## src/design/length_prefixed_record_deframer_defines.svh

```systemverilog
// ----------------------------------------------------------------------------
// Assertion macros for the length-prefixed record deframer
// Expect clk and rst_n in the scope of the module that uses them.
// ----------------------------------------------------------------------------
`ifndef LENGTH_PREFIXED_RECORD_DEFRAMER_DEFINES_SVH
`define LENGTH_PREFIXED_RECORD_DEFRAMER_DEFINES_SVH

// Consequent must hold in the same cycle as the antecedent.
`define LPRD_ASSERT_NOW(lbl, ante, cons, msg) \
    lbl: assert property (@(posedge clk) disable iff (!rst_n) (ante) |-> (cons)) \
        else $error(msg);

// Consequent must hold in the cycle after the antecedent.
`define LPRD_ASSERT_NEXT(lbl, ante, cons, msg) \
    lbl: assert property (@(posedge clk) disable iff (!rst_n) (ante) |=> (cons)) \
        else $error(msg);

`endif

```

## src/design/lprd_pkg.sv

```systemverilog
`timescale 1ns / 1ps
// ----------------------------------------------------------------------------
// lprd_pkg
// Shared types and codes of the length-prefixed record deframer.
// ----------------------------------------------------------------------------
package lprd_pkg;

    // Action codes passed from the parser to the result stage
    typedef logic [1:0] op_t;
    localparam op_t OP_DATA     = 2'd0;  // payload byte, last result of its word
    localparam op_t OP_DATA_END = 2'd1;  // payload byte followed by a record end
    localparam op_t OP_REC_END  = 2'd2;  // record end alone
    localparam op_t OP_EOF      = 2'd3;  // end of file

    typedef logic [1:0] kind_t;
    localparam kind_t KIND_DATA    = 2'd0;
    localparam kind_t KIND_REC_END = 2'd1;
    localparam kind_t KIND_EOF     = 2'd2;

    localparam logic [7:0]  NEWLINE_CODE = 8'd10;
    localparam logic [15:0] END_LENGTH   = 16'hFFFF;

    typedef struct packed {
        op_t        op;
        logic [7:0] data;
    } act_t;

    typedef struct packed {
        logic full;
        logic empty;
    } q_status_t;

endpackage

```

## src/design/lprd_front.sv

```systemverilog
`timescale 1ns / 1ps
// ----------------------------------------------------------------------------
// lprd_front
// Record parser: tracks the header, payload and pad bytes of each record
// and turns every byte that causes results into one action word.
// ----------------------------------------------------------------------------
module lprd_front
(
    input  logic              clk,
    input  logic              rst_n,
    input  logic              text_mode_we,
    input  logic              text_mode_wdata,
    input  logic              accept,
    input  logic [7:0]        data_byte,
    output logic              enq,
    output lprd_pkg::act_t    enq_act
);

    localparam logic [2:0] PH_LEN_HI = 3'd0;
    localparam logic [2:0] PH_LEN_LO = 3'd1;
    localparam logic [2:0] PH_DATA   = 3'd2;
    localparam logic [2:0] PH_PAD    = 3'd3;
    localparam logic [2:0] PH_EOF    = 3'd4;

    logic [2:0]  phase_reg, phase_next;
    logic [7:0]  len_hi_reg, len_hi_next;
    logic [15:0] remain_reg, remain_next;
    logic        pad_reg, pad_next;
    logic        text_reg;

    logic [15:0] len_word;
    logic [15:0] remain_dec;

    assign len_word   = {len_hi_reg, data_byte};
    assign remain_dec = remain_reg - 16'd1;

    always_comb
    begin
        phase_next   = phase_reg;
        len_hi_next  = len_hi_reg;
        remain_next  = remain_reg;
        pad_next     = pad_reg;
        enq          = 1'b0;
        enq_act.op   = lprd_pkg::OP_DATA;
        enq_act.data = data_byte;
        if (accept)
        begin
            case (phase_reg)
                PH_LEN_HI:
                begin
                    len_hi_next = data_byte;
                    phase_next  = PH_LEN_LO;
                end
                PH_LEN_LO:
                begin
                    if (len_word == lprd_pkg::END_LENGTH)
                    begin
                        phase_next = PH_EOF;
                        enq        = 1'b1;
                        enq_act.op = lprd_pkg::OP_EOF;
                    end
                    else if (len_word == 16'd0)
                    begin
                        phase_next = PH_LEN_HI;
                        enq        = text_reg;
                        enq_act.op = lprd_pkg::OP_REC_END;
                    end
                    else
                    begin
                        remain_next = len_word;
                        pad_next    = len_word[0];
                        phase_next  = PH_DATA;
                    end
                end
                PH_DATA:
                begin
                    remain_next = remain_dec;
                    enq         = 1'b1;
                    if (remain_dec == 16'd0)
                    begin
                        phase_next = pad_reg ? PH_PAD : PH_LEN_HI;
                        pad_next   = 1'b0;
                        enq_act.op = text_reg ? lprd_pkg::OP_DATA_END : lprd_pkg::OP_DATA;
                    end
                end
                PH_PAD:
                begin
                    // drop the pad byte
                    phase_next = PH_LEN_HI;
                end
                default:
                begin
                    // end of file: ignore everything
                end
            endcase
        end
    end

    always_ff @(posedge clk or negedge rst_n)
    begin
        if (!rst_n)
        begin
            phase_reg  <= PH_LEN_HI;
            len_hi_reg <= 8'd0;
            remain_reg <= 16'd0;
            pad_reg    <= 1'b0;
            text_reg   <= 1'b1;
        end
        else
        begin
            phase_reg  <= phase_next;
            len_hi_reg <= len_hi_next;
            remain_reg <= remain_next;
            pad_reg    <= pad_next;
            if (text_mode_we)
            begin
                text_reg <= text_mode_wdata;
            end
        end
    end

endmodule

```

## src/design/lprd_queue.sv

```systemverilog
`timescale 1ns / 1ps
// ----------------------------------------------------------------------------
// lprd_queue
// Small action queue between the parser and the result stage.
// ----------------------------------------------------------------------------
module lprd_queue
#(
    parameter int DEPTH = 4
)
(
    input  logic                 clk,
    input  logic                 rst_n,
    input  logic                 enq,
    input  lprd_pkg::act_t       enq_act,
    input  logic                 deq,
    output lprd_pkg::act_t       head,
    output lprd_pkg::q_status_t  status
);

    localparam int PTR_W = (DEPTH > 1) ? $clog2(DEPTH) : 1;
    localparam int CNT_W = $clog2(DEPTH + 1);

    lprd_pkg::act_t   entry_reg [DEPTH];
    logic [PTR_W-1:0] wr_ptr_reg, rd_ptr_reg;
    logic [CNT_W-1:0] count_reg;

    function automatic logic [PTR_W-1:0] ptr_inc(input logic [PTR_W-1:0] p);
        ptr_inc = (p == PTR_W'(DEPTH - 1)) ? '0 : p + 1'b1;
    endfunction

    assign head         = entry_reg[rd_ptr_reg];
    assign status.full  = (count_reg == CNT_W'(DEPTH));
    assign status.empty = (count_reg == '0);

    always_ff @(posedge clk)
    begin
        if (enq)
        begin
            entry_reg[wr_ptr_reg] <= enq_act;
        end
    end

    always_ff @(posedge clk or negedge rst_n)
    begin
        if (!rst_n)
        begin
            wr_ptr_reg <= '0;
            rd_ptr_reg <= '0;
            count_reg  <= '0;
        end
        else
        begin
            if (enq)
            begin
                wr_ptr_reg <= ptr_inc(wr_ptr_reg);
            end
            if (deq)
            begin
                rd_ptr_reg <= ptr_inc(rd_ptr_reg);
            end
            if (enq && !deq)
            begin
                count_reg <= count_reg + 1'b1;
            end
            else if (deq && !enq)
            begin
                count_reg <= count_reg - 1'b1;
            end
        end
    end

endmodule

```

## src/design/lprd_back.sv

```systemverilog
`timescale 1ns / 1ps
// ----------------------------------------------------------------------------
// lprd_back
// Result stage: expands action words into result words and holds the
// current one in an output register.
// ----------------------------------------------------------------------------
`include "length_prefixed_record_deframer_defines.svh"

module lprd_back
(
    input  logic                 clk,
    input  logic                 rst_n,
    input  lprd_pkg::act_t       head,
    input  lprd_pkg::q_status_t  q_status,
    output logic                 deq,
    input  logic                 pop,
    output logic                 empty,
    output logic [7:0]           out_byte,
    output logic [1:0]           kind,
    output logic                 last
);

    logic       valid_reg;
    logic       pend_reg;     // record end still owed after a payload word
    logic [7:0] byte_reg;
    logic [1:0] kind_reg;
    logic       last_reg;
    logic       load;

    assign load  = !valid_reg || pop;
    assign deq   = load && !pend_reg && !q_status.empty;

    assign empty    = !valid_reg;
    assign out_byte = byte_reg;
    assign kind     = kind_reg;
    assign last     = last_reg;

    always_ff @(posedge clk)
    begin
        if (load && pend_reg)
        begin
            byte_reg <= lprd_pkg::NEWLINE_CODE;
            kind_reg <= lprd_pkg::KIND_REC_END;
            last_reg <= 1'b1;
        end
        else if (deq)
        begin
            case (head.op)
                lprd_pkg::OP_DATA:
                begin
                    byte_reg <= head.data;
                    kind_reg <= lprd_pkg::KIND_DATA;
                    last_reg <= 1'b1;
                end
                lprd_pkg::OP_DATA_END:
                begin
                    byte_reg <= head.data;
                    kind_reg <= lprd_pkg::KIND_DATA;
                    last_reg <= 1'b0;
                end
                lprd_pkg::OP_REC_END:
                begin
                    byte_reg <= lprd_pkg::NEWLINE_CODE;
                    kind_reg <= lprd_pkg::KIND_REC_END;
                    last_reg <= 1'b1;
                end
                default:
                begin
                    byte_reg <= 8'd0;
                    kind_reg <= lprd_pkg::KIND_EOF;
                    last_reg <= 1'b1;
                end
            endcase
        end
    end

    always_ff @(posedge clk or negedge rst_n)
    begin
        if (!rst_n)
        begin
            valid_reg <= 1'b0;
            pend_reg  <= 1'b0;
        end
        else if (load)
        begin
            if (pend_reg)
            begin
                valid_reg <= 1'b1;
                pend_reg  <= 1'b0;
            end
            else
            begin
                valid_reg <= !q_status.empty;
                pend_reg  <= deq && (head.op == lprd_pkg::OP_DATA_END);
            end
        end
    end

    `LPRD_ASSERT_NOW(a_pend_shape, pend_reg, valid_reg && kind_reg == lprd_pkg::KIND_DATA && !last_reg, "owed record end without a pending payload word")
    `LPRD_ASSERT_NEXT(a_pend_follow, pend_reg && pop, valid_reg && kind_reg == lprd_pkg::KIND_REC_END && last_reg, "record end did not follow its payload word")
    `LPRD_ASSERT_NOW(a_eof_shape, valid_reg && kind_reg == lprd_pkg::KIND_EOF, byte_reg == 8'd0 && last_reg && !pend_reg, "malformed end of file word")

endmodule

```

## src/design/length_prefixed_record_deframer.sv

```systemverilog
`timescale 1ns / 1ps
// ----------------------------------------------------------------------------
// length_prefixed_record_deframer
// Strips 16-bit big-endian length headers and pad bytes from a record stream.
// ----------------------------------------------------------------------------
// Takes one input byte per clock while full is low and passes payload bytes
// on; a length of 0xFFFF raises a single end-of-file word and every later
// byte is dropped until reset. With text_mode set, a record-end word (value
// 10) follows each record, zero-length ones included. Bytes flow at one per
// cycle while full is low; the last payload byte of a record in text mode
// yields two result words, which leave in turn through the single output
// register. A queue of QUEUE_DEPTH action words between the parser and the
// output register absorbs the extra word; result words pass from a queue
// entry into the output register. The user must keep text_mode written only
// while the block is idle; the block itself does not enforce this.
// ----------------------------------------------------------------------------
module length_prefixed_record_deframer
#(
    parameter int QUEUE_DEPTH = 4
)
(
    input  logic        clk,
    input  logic        rst_n,
    input  logic        text_mode_we,
    input  logic        text_mode_wdata,
    input  logic        push,
    output logic        full,
    input  logic [7:0]  data_byte,
    output logic        empty,
    input  logic        pop,
    output logic [7:0]  out_byte,
    output logic [1:0]  kind,
    output logic        last
);

    logic                accept;
    logic                enq;
    logic                deq;
    lprd_pkg::act_t      enq_act;
    lprd_pkg::act_t      head;
    lprd_pkg::q_status_t q_status;

    assign full   = q_status.full;
    assign accept = push && !q_status.full;

    lprd_front u_front
    (
        .clk             (clk),
        .rst_n           (rst_n),
        .text_mode_we    (text_mode_we),
        .text_mode_wdata (text_mode_wdata),
        .accept          (accept),
        .data_byte       (data_byte),
        .enq             (enq),
        .enq_act         (enq_act)
    );

    lprd_queue #(.DEPTH(QUEUE_DEPTH)) u_queue
    (
        .clk     (clk),
        .rst_n   (rst_n),
        .enq     (enq),
        .enq_act (enq_act),
        .deq     (deq),
        .head    (head),
        .status  (q_status)
    );

    lprd_back u_back
    (
        .clk      (clk),
        .rst_n    (rst_n),
        .head     (head),
        .q_status (q_status),
        .deq      (deq),
        .pop      (pop),
        .empty    (empty),
        .out_byte (out_byte),
        .kind     (kind),
        .last     (last)
    );

endmodule
```

## config.mk

```make
export PLATFORM = sky130hd
export DESIGN_NAME = length_prefixed_record_deframer
export DESIGN_NICKNAME = d
export VERILOG_FILES = /design/src/design/lprd_pkg.sv /design/src/design/lprd_front.sv /design/src/design/lprd_queue.sv /design/src/design/lprd_back.sv /design/src/design/length_prefixed_record_deframer.sv
export VERILOG_INCLUDE_DIRS = /design/src /design/src/design
export SDC_FILE = /design/constraint.sdc
export NUM_CORES = 1
export LEC_CHECK = 0
export BUFFER_PORTS_ARGS = -buffer_cell sky130_fd_sc_hd__buf_2
export CORE_MARGIN = 2
export CORE_UTILIZATION = 55
export DETAILED_ROUTE_END_ITERATION = 8
export PLACE_DENSITY = 0.76
export REMOVE_ABC_BUFFERS = 1
export SYNTH_ARGS = -nofsm -noshare
export SYNTH_HDL_FRONTEND = slang
export SYNTH_HIERARCHICAL = 1
export SYNTH_SLANG_ARGS = --single-unit
```

## constraint.sdc

```tcl
create_clock -name clk -period 2.5 [get_ports clk]
set_input_delay 0.25 -clock clk [delete_from_list [all_inputs] [get_ports clk]]
set_output_delay 0.25 -clock clk [all_outputs]
set_load 0.01 [all_outputs]
```

Yosys cells after proc, flatten, opt, wreduce, memory -nomap -nowiden. Memory sizes are Yosys's and may differ from the RTL's. Cells that the tools add are included. Widths: inputs -> output; s select.

Register bits after elaboration: 49. Memory bits (writable): 40. Output and inout bits: 13. Word-level logic and storage cells: 91. Memories: 1.

$add $sub $neg: 5. Equal/unequal tests: 12. Mux-type cells: 33. Reductions and logical operators: 27.

Memories: u_queue.entry_reg (words 4, bits a word 10, read ports 1, clocked after memory_dff 0, wr ports 1, line lprd_queue.sv:23) `lprd_pkg::act_t entry_reg [DEPTH];`.

Operators by type and width (number): $logic_not 16->1 (2); $mux 16 (2); $pmux 16 s2 (1); $eq 16x16->1 const B (1); $mux 2 (8); $pmux 8 s2 (1); $sub 16x1->16 const B (1); $mux 1 (12); $mux 3 (4); $pmux 3 s4 (1); $pmux 2 s2 (2); $logic_and 1x1->1 (7); $eq 2x2->1 const B (3); $eq 3x2->1 const B (2); $logic_not 1->1 (6); $logic_not 3->1 (2); $reduce_and 5->1 (1); $add 2x1->2 const B (2); $ne 2x2->1 const B (2); $pmux 1 s2 (2); $reduce_and 4->1 (1); $reduce_bool 2->1 (2); $reduce_bool 4->1 (1); $add 3x1->3 const B (1); 10 further kinds (10).

Depth between registers and ports, before layout. Gate-level depths: netlist (run 1).

Depth after elaboration: 9. Depth in mapped cells: 11.

By module. The synthesis (run 1) kept the hierarchy.

By module, submodules not included: lprd_front (times used 1, cells each 213, area each 1891.8 µm², sequential area each 726.9 µm²); lprd_queue (times used 1, cells each 89, area each 1860.5 µm², sequential area each 1376.3 µm²); lprd_back (times used 1, cells each 64, area each 574.3 µm², sequential area each 270.3 µm²); length_prefixed_record_deframer (times used 1, cells each 1, area each 13.8 µm², sequential area each 0.0 µm²).

Worst setup path after synthesis (run 1). OpenSTA, ideal clock, no wires.

Kind: reg-to-reg. Start: reg u_front.len_hi_reg[5]. End: reg u_queue.count_reg[2]. Arrival: 2.426 ns. Data required time: 2.421 ns. Path slack: -0.006 ns. Stages on the path, launching flop included: 12. Buffers on the path: 0. Cell sequence: dfrtp_1 nor4_1 nand4_1 nor3b_1 o21ai_0 a21oi_1 ha_1 inv_1 fa_1 xor2_1 nor2_1 xor2_1.

Word-level cells in the longest chain between the ends: 8.

Ends and longest elaborated chain: start, declared (line lprd_front.sv:26) `logic [7:0] len_hi_reg, len_hi_next;`; start signal, assigned (line lprd_front.sv:112) `len_hi_reg <= len_hi_next;`; $logic_not 16->1 (line lprd_front.sv:62) `else if (len_word == 16'd0)`; $mux 1 (line lprd_front.sv:62); $mux 1 (*) (line lprd_front.sv:56) `if (len_word == lprd_pkg::END_LENGTH)`; $pmux 1 s2 (*) (line lprd_front.sv:48) `case (phase_reg)`; $mux 1 (*) (line lprd_front.sv:46) `if (accept)`; via enq (line length_prefixed_record_deframer.sv:37) `logic enq;`; $logic_not 1->1 (line lprd_queue.sv:65) `else if (deq && !enq)`; $logic_and 1x1->1 (line lprd_queue.sv:65); $reduce_bool 2->1 (no line); end signal, assigned (line lprd_queue.sv:63) `count_reg <= count_reg + 1'b1;`; end signal, assigned (line lprd_queue.sv:67) `count_reg <= count_reg - 1'b1;`; end, declared (line lprd_queue.sv:25) `logic [CNT_W-1:0] count_reg;`.

Mark *: on every way through the listed nets, which the timed path passes. The rest lies on a longest branch. A chain may end at the register's enable or synchronous reset.

Final worst setup path (run 1).
Start: reg u_front.len_hi_reg[3]. End: reg u_queue.count_reg[2].

Same word-level chain as after synthesis.

==> flow_metrics.tcl, run 1 <==
set metrics [dict create \
    clockBufferDepth 2 \
    path_class "reg2reg" \
    antenna_found_initial 0 \
    synth_cells 367 \
    clock-root-buffer "clkbuf_8" \
    yosysSeqAreaShare_pct 54.68 \
    p_int_uw 3577 \
    synth_cell_types 62 \
    worst_slew_pin_slew_ps 870.8 \
    totalPowerFinal_uw 5810 \
    synth_edf_count 40 \
    seqPwrFrac_pct 41.5 \
    multi_input_area_um2 1804 \
    grt_pass1_wl_um 14190 \
    num_vias 3010 \
    routabilityCongestion 0.8691 \
    cts.sinks 89 \
    critPathMostFrequentCell "xor2_1" \
    cp.required_ps 2770 \
    p_leak_uw 0.001932 \
    firstDrtPassIters 4 \
    area_growth_syn_to_layout_pct 14.07 \
    hp-class "in2async" \
    crit_start "u_front/len_hi_reg[3]" \
    dpl-instance-area_um2 4692 \
    fin_crit_ps 2454 \
    crit_end "u_queue/count_reg[2]" \
    vias_per_cell 5.800 \
    num_io_pins 27 \
    grt.total_usage_pct 21.20 \
    reg2reg_from "u_front/len_hi_reg[3]" \
    cts_made_buffers 9 \
    cp.arrival_ps 2730 \
    relSlewSlack_pct 41.95 \
    drtIter0Drc 255 \
    htreeDepth 3 \
    dp_hpwl_um 6042 \
    final_nets 435 \
    rr_endpoint "u_queue/count_reg[2]" \
    ir_drop_mv 0.6617 \
    p_clk_share_pct 15.9 \
    fp.dieH_um 92.84 \
    post-route-cell-area_um2 4951 \
    rows 32 \
    cp_top_family "simple AND/OR/NAND/NOR gates" \
    fmax_mhz 407.4 \
    diodes 0 \
    synth-seq-cells 89 \
    crit_path_end_kind "flip-flop" \
    totalWireLength_um 8609 \
    crit_cells 11 \
    numPortBuffers 26 \
    tritoncts "yes" \
    start_util_pct 56.46 \
    coreArea_um2 7687 \
    synth-main-ff-cell "edfxtp_1" \
    syn_avg_cell_area_um2 11.83 \
    wl_per_cell_um 16.59 \
    combPwrFrac_pct 42.6 \
    holdWs_ps 16.95 \
    grt_pass1_vias 2907 \
    outcome "completed" \
    rsz0062_at_grt "yes" \
    cap_violations 0 \
    slew_viol_final 0 \
    path_clk_slew_ps 80 \
    worstPathMaxFanout 4 \
    switching_share_pct 38.44 \
    synth_warnings 6 \
    reg2reg_slack_ps 50 \
    holdBufCountCts 0 \
    largest_reg_flops 40 \
    worst-r2r-cell-count 11 \
    seq_area_um2 2374 \
    syn_area_um2 4340 \
    drive_gt1_share_pct 28.54 \
    grt_max_degree 39 \
    n_fill_cell 605 \
    finalHoldViolations 0 \
    setup_violations 0 \
    path_cells "nor4_2 -> nand4_1 -> nor3b_2 -> o21ai_1 -> a21oi_2 -> ha_2 -> inv_2 -> fa_2 -> xor2_1 -> nor2_1 -> xor2_1" \
    critPathBufInv 1 \
    ys_async_sr_fraction_pct 42.70 \
    die_x_um 92.84 \
    cp_slowest_cell "dfrtp_1" \
    fin_skew_ps 12.30 \
    postLayoutCoreUtil_pct 64.40 \
    drtAntennaViolNets 0 \
    clk-insertion-delay-late_ps 350 \
    p_per_area_nw_per_um2 1174 \
    crit_path_max_incr_delay_ps 430 \
    drcViolationCount 0 \
    fin_crit_sh_pct 98.18 \
    cp-start-kind "flip-flop" \
    grt-ovfl-total 0 \
    p_switching_uw 2234 \
    dieArea_um2 8618 \
]
==> worst min-delay path by stage <==
| stage | endpoint | slack, ps | cells after the start |
|---|---|---|---|
| after CTS | u_queue/count_reg[0] | 40 | 1 |
| after detailed placement | u_front/pad_reg | 420 | 1 |
| after floorplan | u_back/pend_reg | -50 | 0 |
| after global placement | u_front/phase_reg[1] | 410 | 1 |
| after global routing | u_queue/rd_ptr_reg[0] | 80 | 1 |
| final | u_front/phase_reg[1] | 20 | 1 |
==> synth_stat cells (3+ instances only) <==
master     number  share of area (%)
a21o_1          3               0.52
a21oi_1        30                3.5
a22o_1          3               0.61
a22oi_1         3               0.52
a2bb2oi_1       3               0.61
and2_1          7                1.0
buf_2           6               0.69
buf_4           9                1.6
buf_6           4                1.0
clkbuf_1        5               0.43
dfrtp_1        37                 21
dfxtp_1        11                5.1
edfxtp_1       40                 28
ha_1            8                2.3
inv_1           9               0.78
mux2_2         11                2.9
mux4_2          8                4.2
nand2_1        30                2.6
nand2b_1        3               0.43
nand3_1         8               0.92
nand4_1        13                1.9
nor2_1         19                1.6
nor2b_1         5               0.72
nor3_1          5               0.58
nor4_1          4               0.58
o211ai_1        4               0.69
o21ai_0        31                3.6
o22ai_1         5               0.72
xor2_1          5                1.0
==> power by group through the flow <==
stage / Clock (uW) / Sequential [uW] / Combinational, uW
2_1_floorplan: 0 / 2410 / 1570
4_1_cts: 947 / 2400 / 2440
3_3_place_gp: 0 / 2400 / 2310
3_5_place_dp: 0 / 2430 / 2390
6_report: 925 / 2410 / 2470
5_1_grt: 1010 / 2470 / 2760
==> metal layers <==
layer	GRT usage [%]	up-vias	share of wire, %
li1	-	1450	-
met1	27.96	1484	44
met2	35.87	60	51
met3	4.150	16	3.6
met4	6.127	0	1.5
met5	0	-	0
==> timing repair <==
| item | in CTS | in global routing |
|---|---|---|
| setup endpoints to repair | 2 | 6 |
| buffers inserted | 2 | 2 |
| pin swaps | 7 | 4 |
| resized for setup | 5 | 9 |
==> layout by cell type, fill, tap and decap left out, drive strengths merged, types with 2 or more instances in the layout <==
| master | n |
|---|---|
| ha | 8 |
| nor2 | 20 |
| o31ai | 2 |
| nor3 | 7 |
| o211ai | 4 |
| nand2b | 3 |
| clkbuf | 13 |
| xor2 | 5 |
| nor3b | 2 |
| inv | 10 |
| mux2 | 11 |
| a2111oi | 2 |
| a22o | 3 |
| dfxtp | 11 |
| a22oi | 3 |
| or2 | 2 |
| buf | 59 |
| a2bb2oi | 3 |
| nor4 | 6 |
| edfxtp | 40 |
| nor4b | 2 |
| a21oi | 30 |
| dfrtp | 37 |
| o32ai | 2 |
| nand2 | 30 |
| o22ai | 5 |
| a21o | 4 |
| and2 | 7 |
| nand3 | 9 |
| nor2b | 6 |
| mux4 | 10 |
| nand4 | 13 |
| o21ai | 33 |
==> cells by family after synthesis <==
logic type | synth area share [%]
xor+xnor | 1.211
fa+ha+maj | 2.767
simple gates | 15.13
buf+inv | 4.785
compound gates | 13.20
mux | 8.216
flops | 54.68
==> area by class of cell <==
class                      count  area share [%]
clock buffer                  13           3.209
tap                          102           2.578
multi-input combinational    244           36.44
inverter                       9          0.6823
timing repair buffer          59           8.643
sequential                    89           47.94
clock inverter                 3          0.5054
==> metrics by stage <==
| stage | instances | TNS, ps | worst slack, ps |
|---|---|---|---|
| 4_1_cts | 517 | 0 | 15.47 |
| 3_5_place_dp | 499 | -176.7 | -129.9 |
| 5_1_grt | 519 | -175.8 | -113.6 |
| 6_report | 519 | 0 | 45.55 |
| 2_1_floorplan | 342 | -87.42 | -68.31 |
| 3_3_place_gp | 499 | -34.78 | -34.78 |
No activity file was read; power rests on OpenSTA's default activity.
==> run 2, diff against run 1 <==
- ABC_AREA: unset -> 1
==> flow_metrics.tcl, run 2 <==
set metrics [dict create \
    outcome "completed" \
    fin_skew_ps 8.688 \
    dieArea_um2 9267 \
    syn_avg_cell_area_um2 8.406 \
    ir_drop_mv 0.3429 \
    hp-class "in2async" \
    synth-main-ff-cell "edfxtp_1" \
    rows 33 \
    grt-ovfl-total 0 \
    ys_top_cells_by_area "edfxtp_1 (26%), dfrtp_1 (20%), nand2_1 (13%), inv_1 (6.7%), o211ai_1 (5.1%)" \
    setup_violations 0 \
    tritoncts "yes" \
    synthDominantCellAreaShare_pct 25.65 \
    grt_max_degree 39 \
    final_nets 602 \
    num_vias 3677 \
    cts_made_buffers 9 \
    clockBufferDepth 2 \
    start_util_pct 56.98 \
    cp.required_ps 2640 \
    holdBufCountCts 0 \
    grt_pass1_vias 3523 \
    numPortBuffers 26 \
    synth_warnings 6 \
    clock-root-buffer "clkbuf_8" \
    synth_area_leader_cell "edfxtp_1" \
    relSlewSlack_pct 40.07 \
    coreArea_um2 8217 \
    path_class "reg2reg" \
    clk-insertion-delay-late_ps 360 \
    final_common_cell "nand2_1" \
    drive_gt1_share_pct 13.87 \
    fin_crit_sh_pct 92.11 \
    crit_path_end_kind "flip-flop" \
    antenna_found_initial 0 \
    diodes 0 \
    yosysSeqAreaShare_pct 50.69 \
    drtAntennaViolNets 0 \
    cp-start-kind "flip-flop" \
    worst-r2r-cell-count 10 \
    synth_cells 557 \
    fin_crit_ps 2303 \
    vias_per_cell 5.337 \
    ys_async_sr_fraction_pct 42.70 \
    synth_edf_count 40 \
    fp.dieH_um 96.27 \
    area_growth_syn_to_layout_pct 7.509 \
    totalWireLength_um 9772 \
    holdWs_ps 1.506 \
    n_fill_cell 689 \
    largest_reg_flops 40 \
    p_leak_uw 0.002342 \
    htreeDepth 3 \
    drtIter0Drc 256 \
    p_per_area_nw_per_um2 805.6 \
    synth_common_cells "nand2_1 (160), inv_1 (84), nor2_1 (42), edfxtp_1 (40), dfrtp_1 (37)" \
    num_io_pins 27 \
    firstDrtPassIters 5 \
    setup-tns-final_ps 0 \
    wl_per_cell_um 14.18 \
    die_x_um 96.27 \
    grt.total_usage_pct 23.00 \
    rsz0062_at_grt "no" \
    synth-seq-cells 89 \
    cap_violations 0 \
    path_clk_slew_ps 100 \
    finalHoldViolations 0 \
    synth_cell_types 37 \
    cp.arrival_ps 2440 \
    syn_area_um2 4682 \
    routabilityCongestion 0.8880 \
    worst_slew_pin_slew_ps 899.0 \
    worstPathMaxFanout 5 \
    fmax_mhz 434.3 \
    cts.sinks 89 \
    drcViolationCount 0 \
    yosysMostFrequentCell "nand2_1" \
    grt_pass1_wl_um 16100 \
    dp_hpwl_um 7107 \
    slew_viol_final 0 \
    layout.cells.most_common_list "nand2_1 (160), inv_1 (84), nor2_1 (41)" \
]
-- run 2: metrics by stage --
| stage | utilization [%] | setup slack [ps] | power (uW) | instances | area, um2 |
|---|---|---|---|---|---|
| detailed placement | 58.78 | 133.4 | 3164 | 673 | 4830 |
| global placement | 58.78 | 213.8 | 3104 | 673 | 4830 |
| floorplan | - | 13.04 | 2749 | 534 | 4508 |
| CTS | 61.00 | 122.8 | 4098 | 689 | 5012 |
| global route | 61.26 | 20.23 | 4358 | 689 | 5034 |
| finish | 61.26 | 197.3 | 4055 | 689 | 5034 |
-- run 2: what timing repair did --
item                       in CTS  in global routing
gates resized for setup         0                  4
setup endpoints to repair       0                 25
setup buffers                   0                  0
-- run 2: cell families (layout without fill, tap and decap cells) --
family,count (synthesis),after routing,synth area share (%)
DFF,89,89,50.69
AOI/OAI and AO/OA,75,75,9.834
buffers and inverters,113,140,10.93
xor gates and xnor gates,4,4,0.7484
and+or+nand+nor,267,267,25.23
adders and majority gates,9,9,2.566
-- run 2: cell type report --
| class | instances | area, um2 | share of cell area [%] |
|---|---|---|---|
| Sequential cell | 89 | 2374 | 47.15 |
| Timing Repair Buffer | 34 | 190.2 | 3.778 |
| Multi-Input combinational cell | 355 | 1818 | 36.12 |
| Tap cell | 105 | 131.4 | 2.610 |
| Clock buffer | 9 | 123.9 | 2.461 |
| Inverter | 90 | 337.8 | 6.711 |
| Clock inverter | 7 | 58.81 | 1.168 |
-- run 2: where the power goes --
part / switching (uW) / internal [uW]
Combinational: 849 / 473
Sequential: 103 / 1700
Clock: 554 / 380
-- run 2: path summary, 6_finish.rpt --
check                                      startpoint                       to  slack (ps)
worst min register to register            u_back/last              u_back/last         470
worst min-delay path                            rst_n    u_front/remain_reg[5]           2
worst max register to register  u_front/remain_reg[0]  u_queue/entry_reg[0][8]         200
min in group clk                         text_mode_we         u_front/text_reg          60
worst max-delay path            u_front/remain_reg[0]  u_queue/entry_reg[0][8]         200
max in group asynchronous                       rst_n    u_front/len_hi_reg[7]        1920
-- run 2: critical path, cell delays in order (launching register included) --
cell     delay (ps)
dfrtp_1         410
inv_1           190
ha_1            290
nand2_2         140
nor2_2          180
nand3_1         100
nand2_1         130
nand2_2          80
nor2_4          150
nand4_1         120
a21oi_1         310
-- run 2: layer usage --
layer	global-route usage, %	routed length [um]	vias to the layer above	share of wire (%)
li1	-	-	1841	-
met1	31.12	4438	1732	45
met2	38.25	4753	94	49
met3	3.211	471	10	4.8
met4	7.381	108	0	1.1
met5	0	0	-	0
==> run 3, diff against run 2 <==
- CORE_ASPECT_RATIO: unset -> 1.2
- CORE_UTILIZATION: 55 -> 51
- PLACE_DENSITY: 0.76 -> 0.71
==> flow_metrics.tcl, run 3 (synthesized netlist as in run 2, its figures left out) <==
set metrics [dict create \
    p_per_area_nw_per_um2 784.2 \
    coreArea_um2 8986 \
    setup-tns-final_ps 0 \
    relSlewSlack_pct 41.86 \
    path_cells "nand2_1 -> nor4_1 -> nand3_1 -> a31oi_2 -> ha_1 -> inv_1 -> fa_1 -> nand2_1 -> nand3_1 -> nand2_1 -> nand2_1" \
    cts_setup_buffers 0 \
    setup_violations 0 \
    area_growth_syn_to_layout_pct 8.017 \
    dpl-instance-area_um2 4871 \
    layout.cells.most_common_list "nand2_1 (160), inv_1 (84), nor2_1 (41)" \
    dp_hpwl_um 6953 \
    grt_pass1_vias 3490 \
    dieArea_um2 9966 \
    crit_path_max_incr_delay_ps 420 \
    finalHoldViolations 0 \
    fin_crit_ps 2297 \
    clock-root-buffer "clkbuf_8" \
    num_io_pins 27 \
    cp.required_ps 2750 \
    cap_violations 0 \
    htreeDepth 3 \
    hp-class "in2async" \
    crit_path_end_kind "flip-flop" \
    stdcell_count 707 \
    critPathMostFrequentCell "nand2_1" \
    fp.dieH_um 109.0 \
    rsz0062_at_grt "no" \
    rows 38 \
    p_leak_uw 0.002347 \
    cts.sinks 89 \
    start_util_pct 52.10 \
    worst_slew_pin_slew_ps 872.1 \
    clockBufferDepth 2 \
    grt_pass1_wl_um 15930 \
    drtAntennaViolNets 0 \
    largest_reg_flops 40 \
    numPortBuffers 26 \
    grt-ovfl-total 0 \
    final_common_cell "nand2_1" \
    worstPathMaxFanout 4 \
    wl_per_cell_um 13.44 \
    cp_slowest_cell "dfrtp_1" \
    drtIter0Drc 165 \
    ir_drop_mv 0.2832 \
    diodes 0 \
    placed_cells 691 \
    cp.arrival_ps 2550 \
    totalWireLength_um 9503 \
    die_x_um 91.47 \
    slew_viol_final 0 \
    path_clk_slew_ps 80 \
    holdBufCountCts 0 \
    drive_gt1_share_pct 14.48 \
    num_vias 3637 \
    firstDrtPassIters 4 \
    post-route-cell-area_um2 5057 \
    cts_resized 0 \
    drcViolationCount 0 \
    cts_made_buffers 9 \
    clk-insertion-delay-late_ps 360 \
    outcome "completed" \
    routabilityCongestion 0.9015 \
    fin_crit_sh_pct 91.89 \
    antenna_found_initial 0 \
    cp-start-kind "flip-flop" \
    fmax_mhz 435.3 \
    tritoncts "yes" \
    final_nets 605 \
    grt.total_usage_pct 20.57 \
    fin_skew_ps 8.533 \
    vias_per_cell 5.144 \
    path_class "reg2reg" \
    grt_max_degree 39 \
]
[run 3: changes by cell type in the layout (fill, tap and decap cells not counted), sizes merged]
cell	before	now
clkbuf	9	10
inv	94	89
buf	34	37
clkinv	3	6
clkinvlp	0	1
[run 3: path summary, 6_finish.rpt]
check,start,end,slack [ps],depth (start not counted)
max,u_front/len_hi_reg[6],u_queue/count_reg[2],200,11
min,rst_n,u_front/remain_reg[13],9,1
max reg2reg,u_front/len_hi_reg[6],u_queue/count_reg[2],200,11
min reg2reg,u_back/out_byte[1],u_back/out_byte[1],470,2
max in group asynchronous,rst_n,u_front/len_hi_reg[7],1900,1
min in group clk,text_mode_we,u_front/text_reg,60,2
[run 3: area by class of cell]
| class | instances | area (um2) |
|---|---|---|
| clock buffers | 10 | 127.6 |
| clock inverters | 6 | 36.28 |
| fillers | 811 | 3929 |
| inverters | 90 | 337.8 |
| multi-input cells | 355 | 1818 |
| flip-flops and latches | 89 | 2375 |
| well taps | 120 | 150.1 |
| repair buffers | 37 | 212.7 |
[run 3: layer usage]
metal	part of all wire, %	global-route usage (%)
met3	3.1	4.008
met2	53	38.76
met4	2.0	8.117
met1	42	22.74
met5	0	0
[run 3: critical path: cells and delay by family, from the launching register on]
kind | cells | cell delay [ps]
fa+ha+maj | 2 | 590
compound gates | 1 | 240
flops | 1 | 420
buf+inv | 1 | 70
simple gates | 7 | 880
[run 3: power breakdown]
part	total [uW]	switching, uW	internal, uW
sequential	1810	109	1700
combinational	1310	826	485
clock	849	494	356
total	3970	1430	2540
[run 3: metrics by stage]
stage / util (%) / setup WS (ps) / hold slack [ps] / total power, uW
6_report: 56.28 / 202.6 / 8.819 / 3966
5_1_grt: 56.28 / 23.58 / 46.19 / 4298
4_1_cts: 56.03 / 112.8 / 31.61 / 4005
3_5_place_dp: 54.21 / 83.38 / 417.3 / 3153
3_3_place_gp: 54.21 / 187.3 / 414.0 / 3114
2_1_floorplan: - / 13.04 / -45.59 / 2749
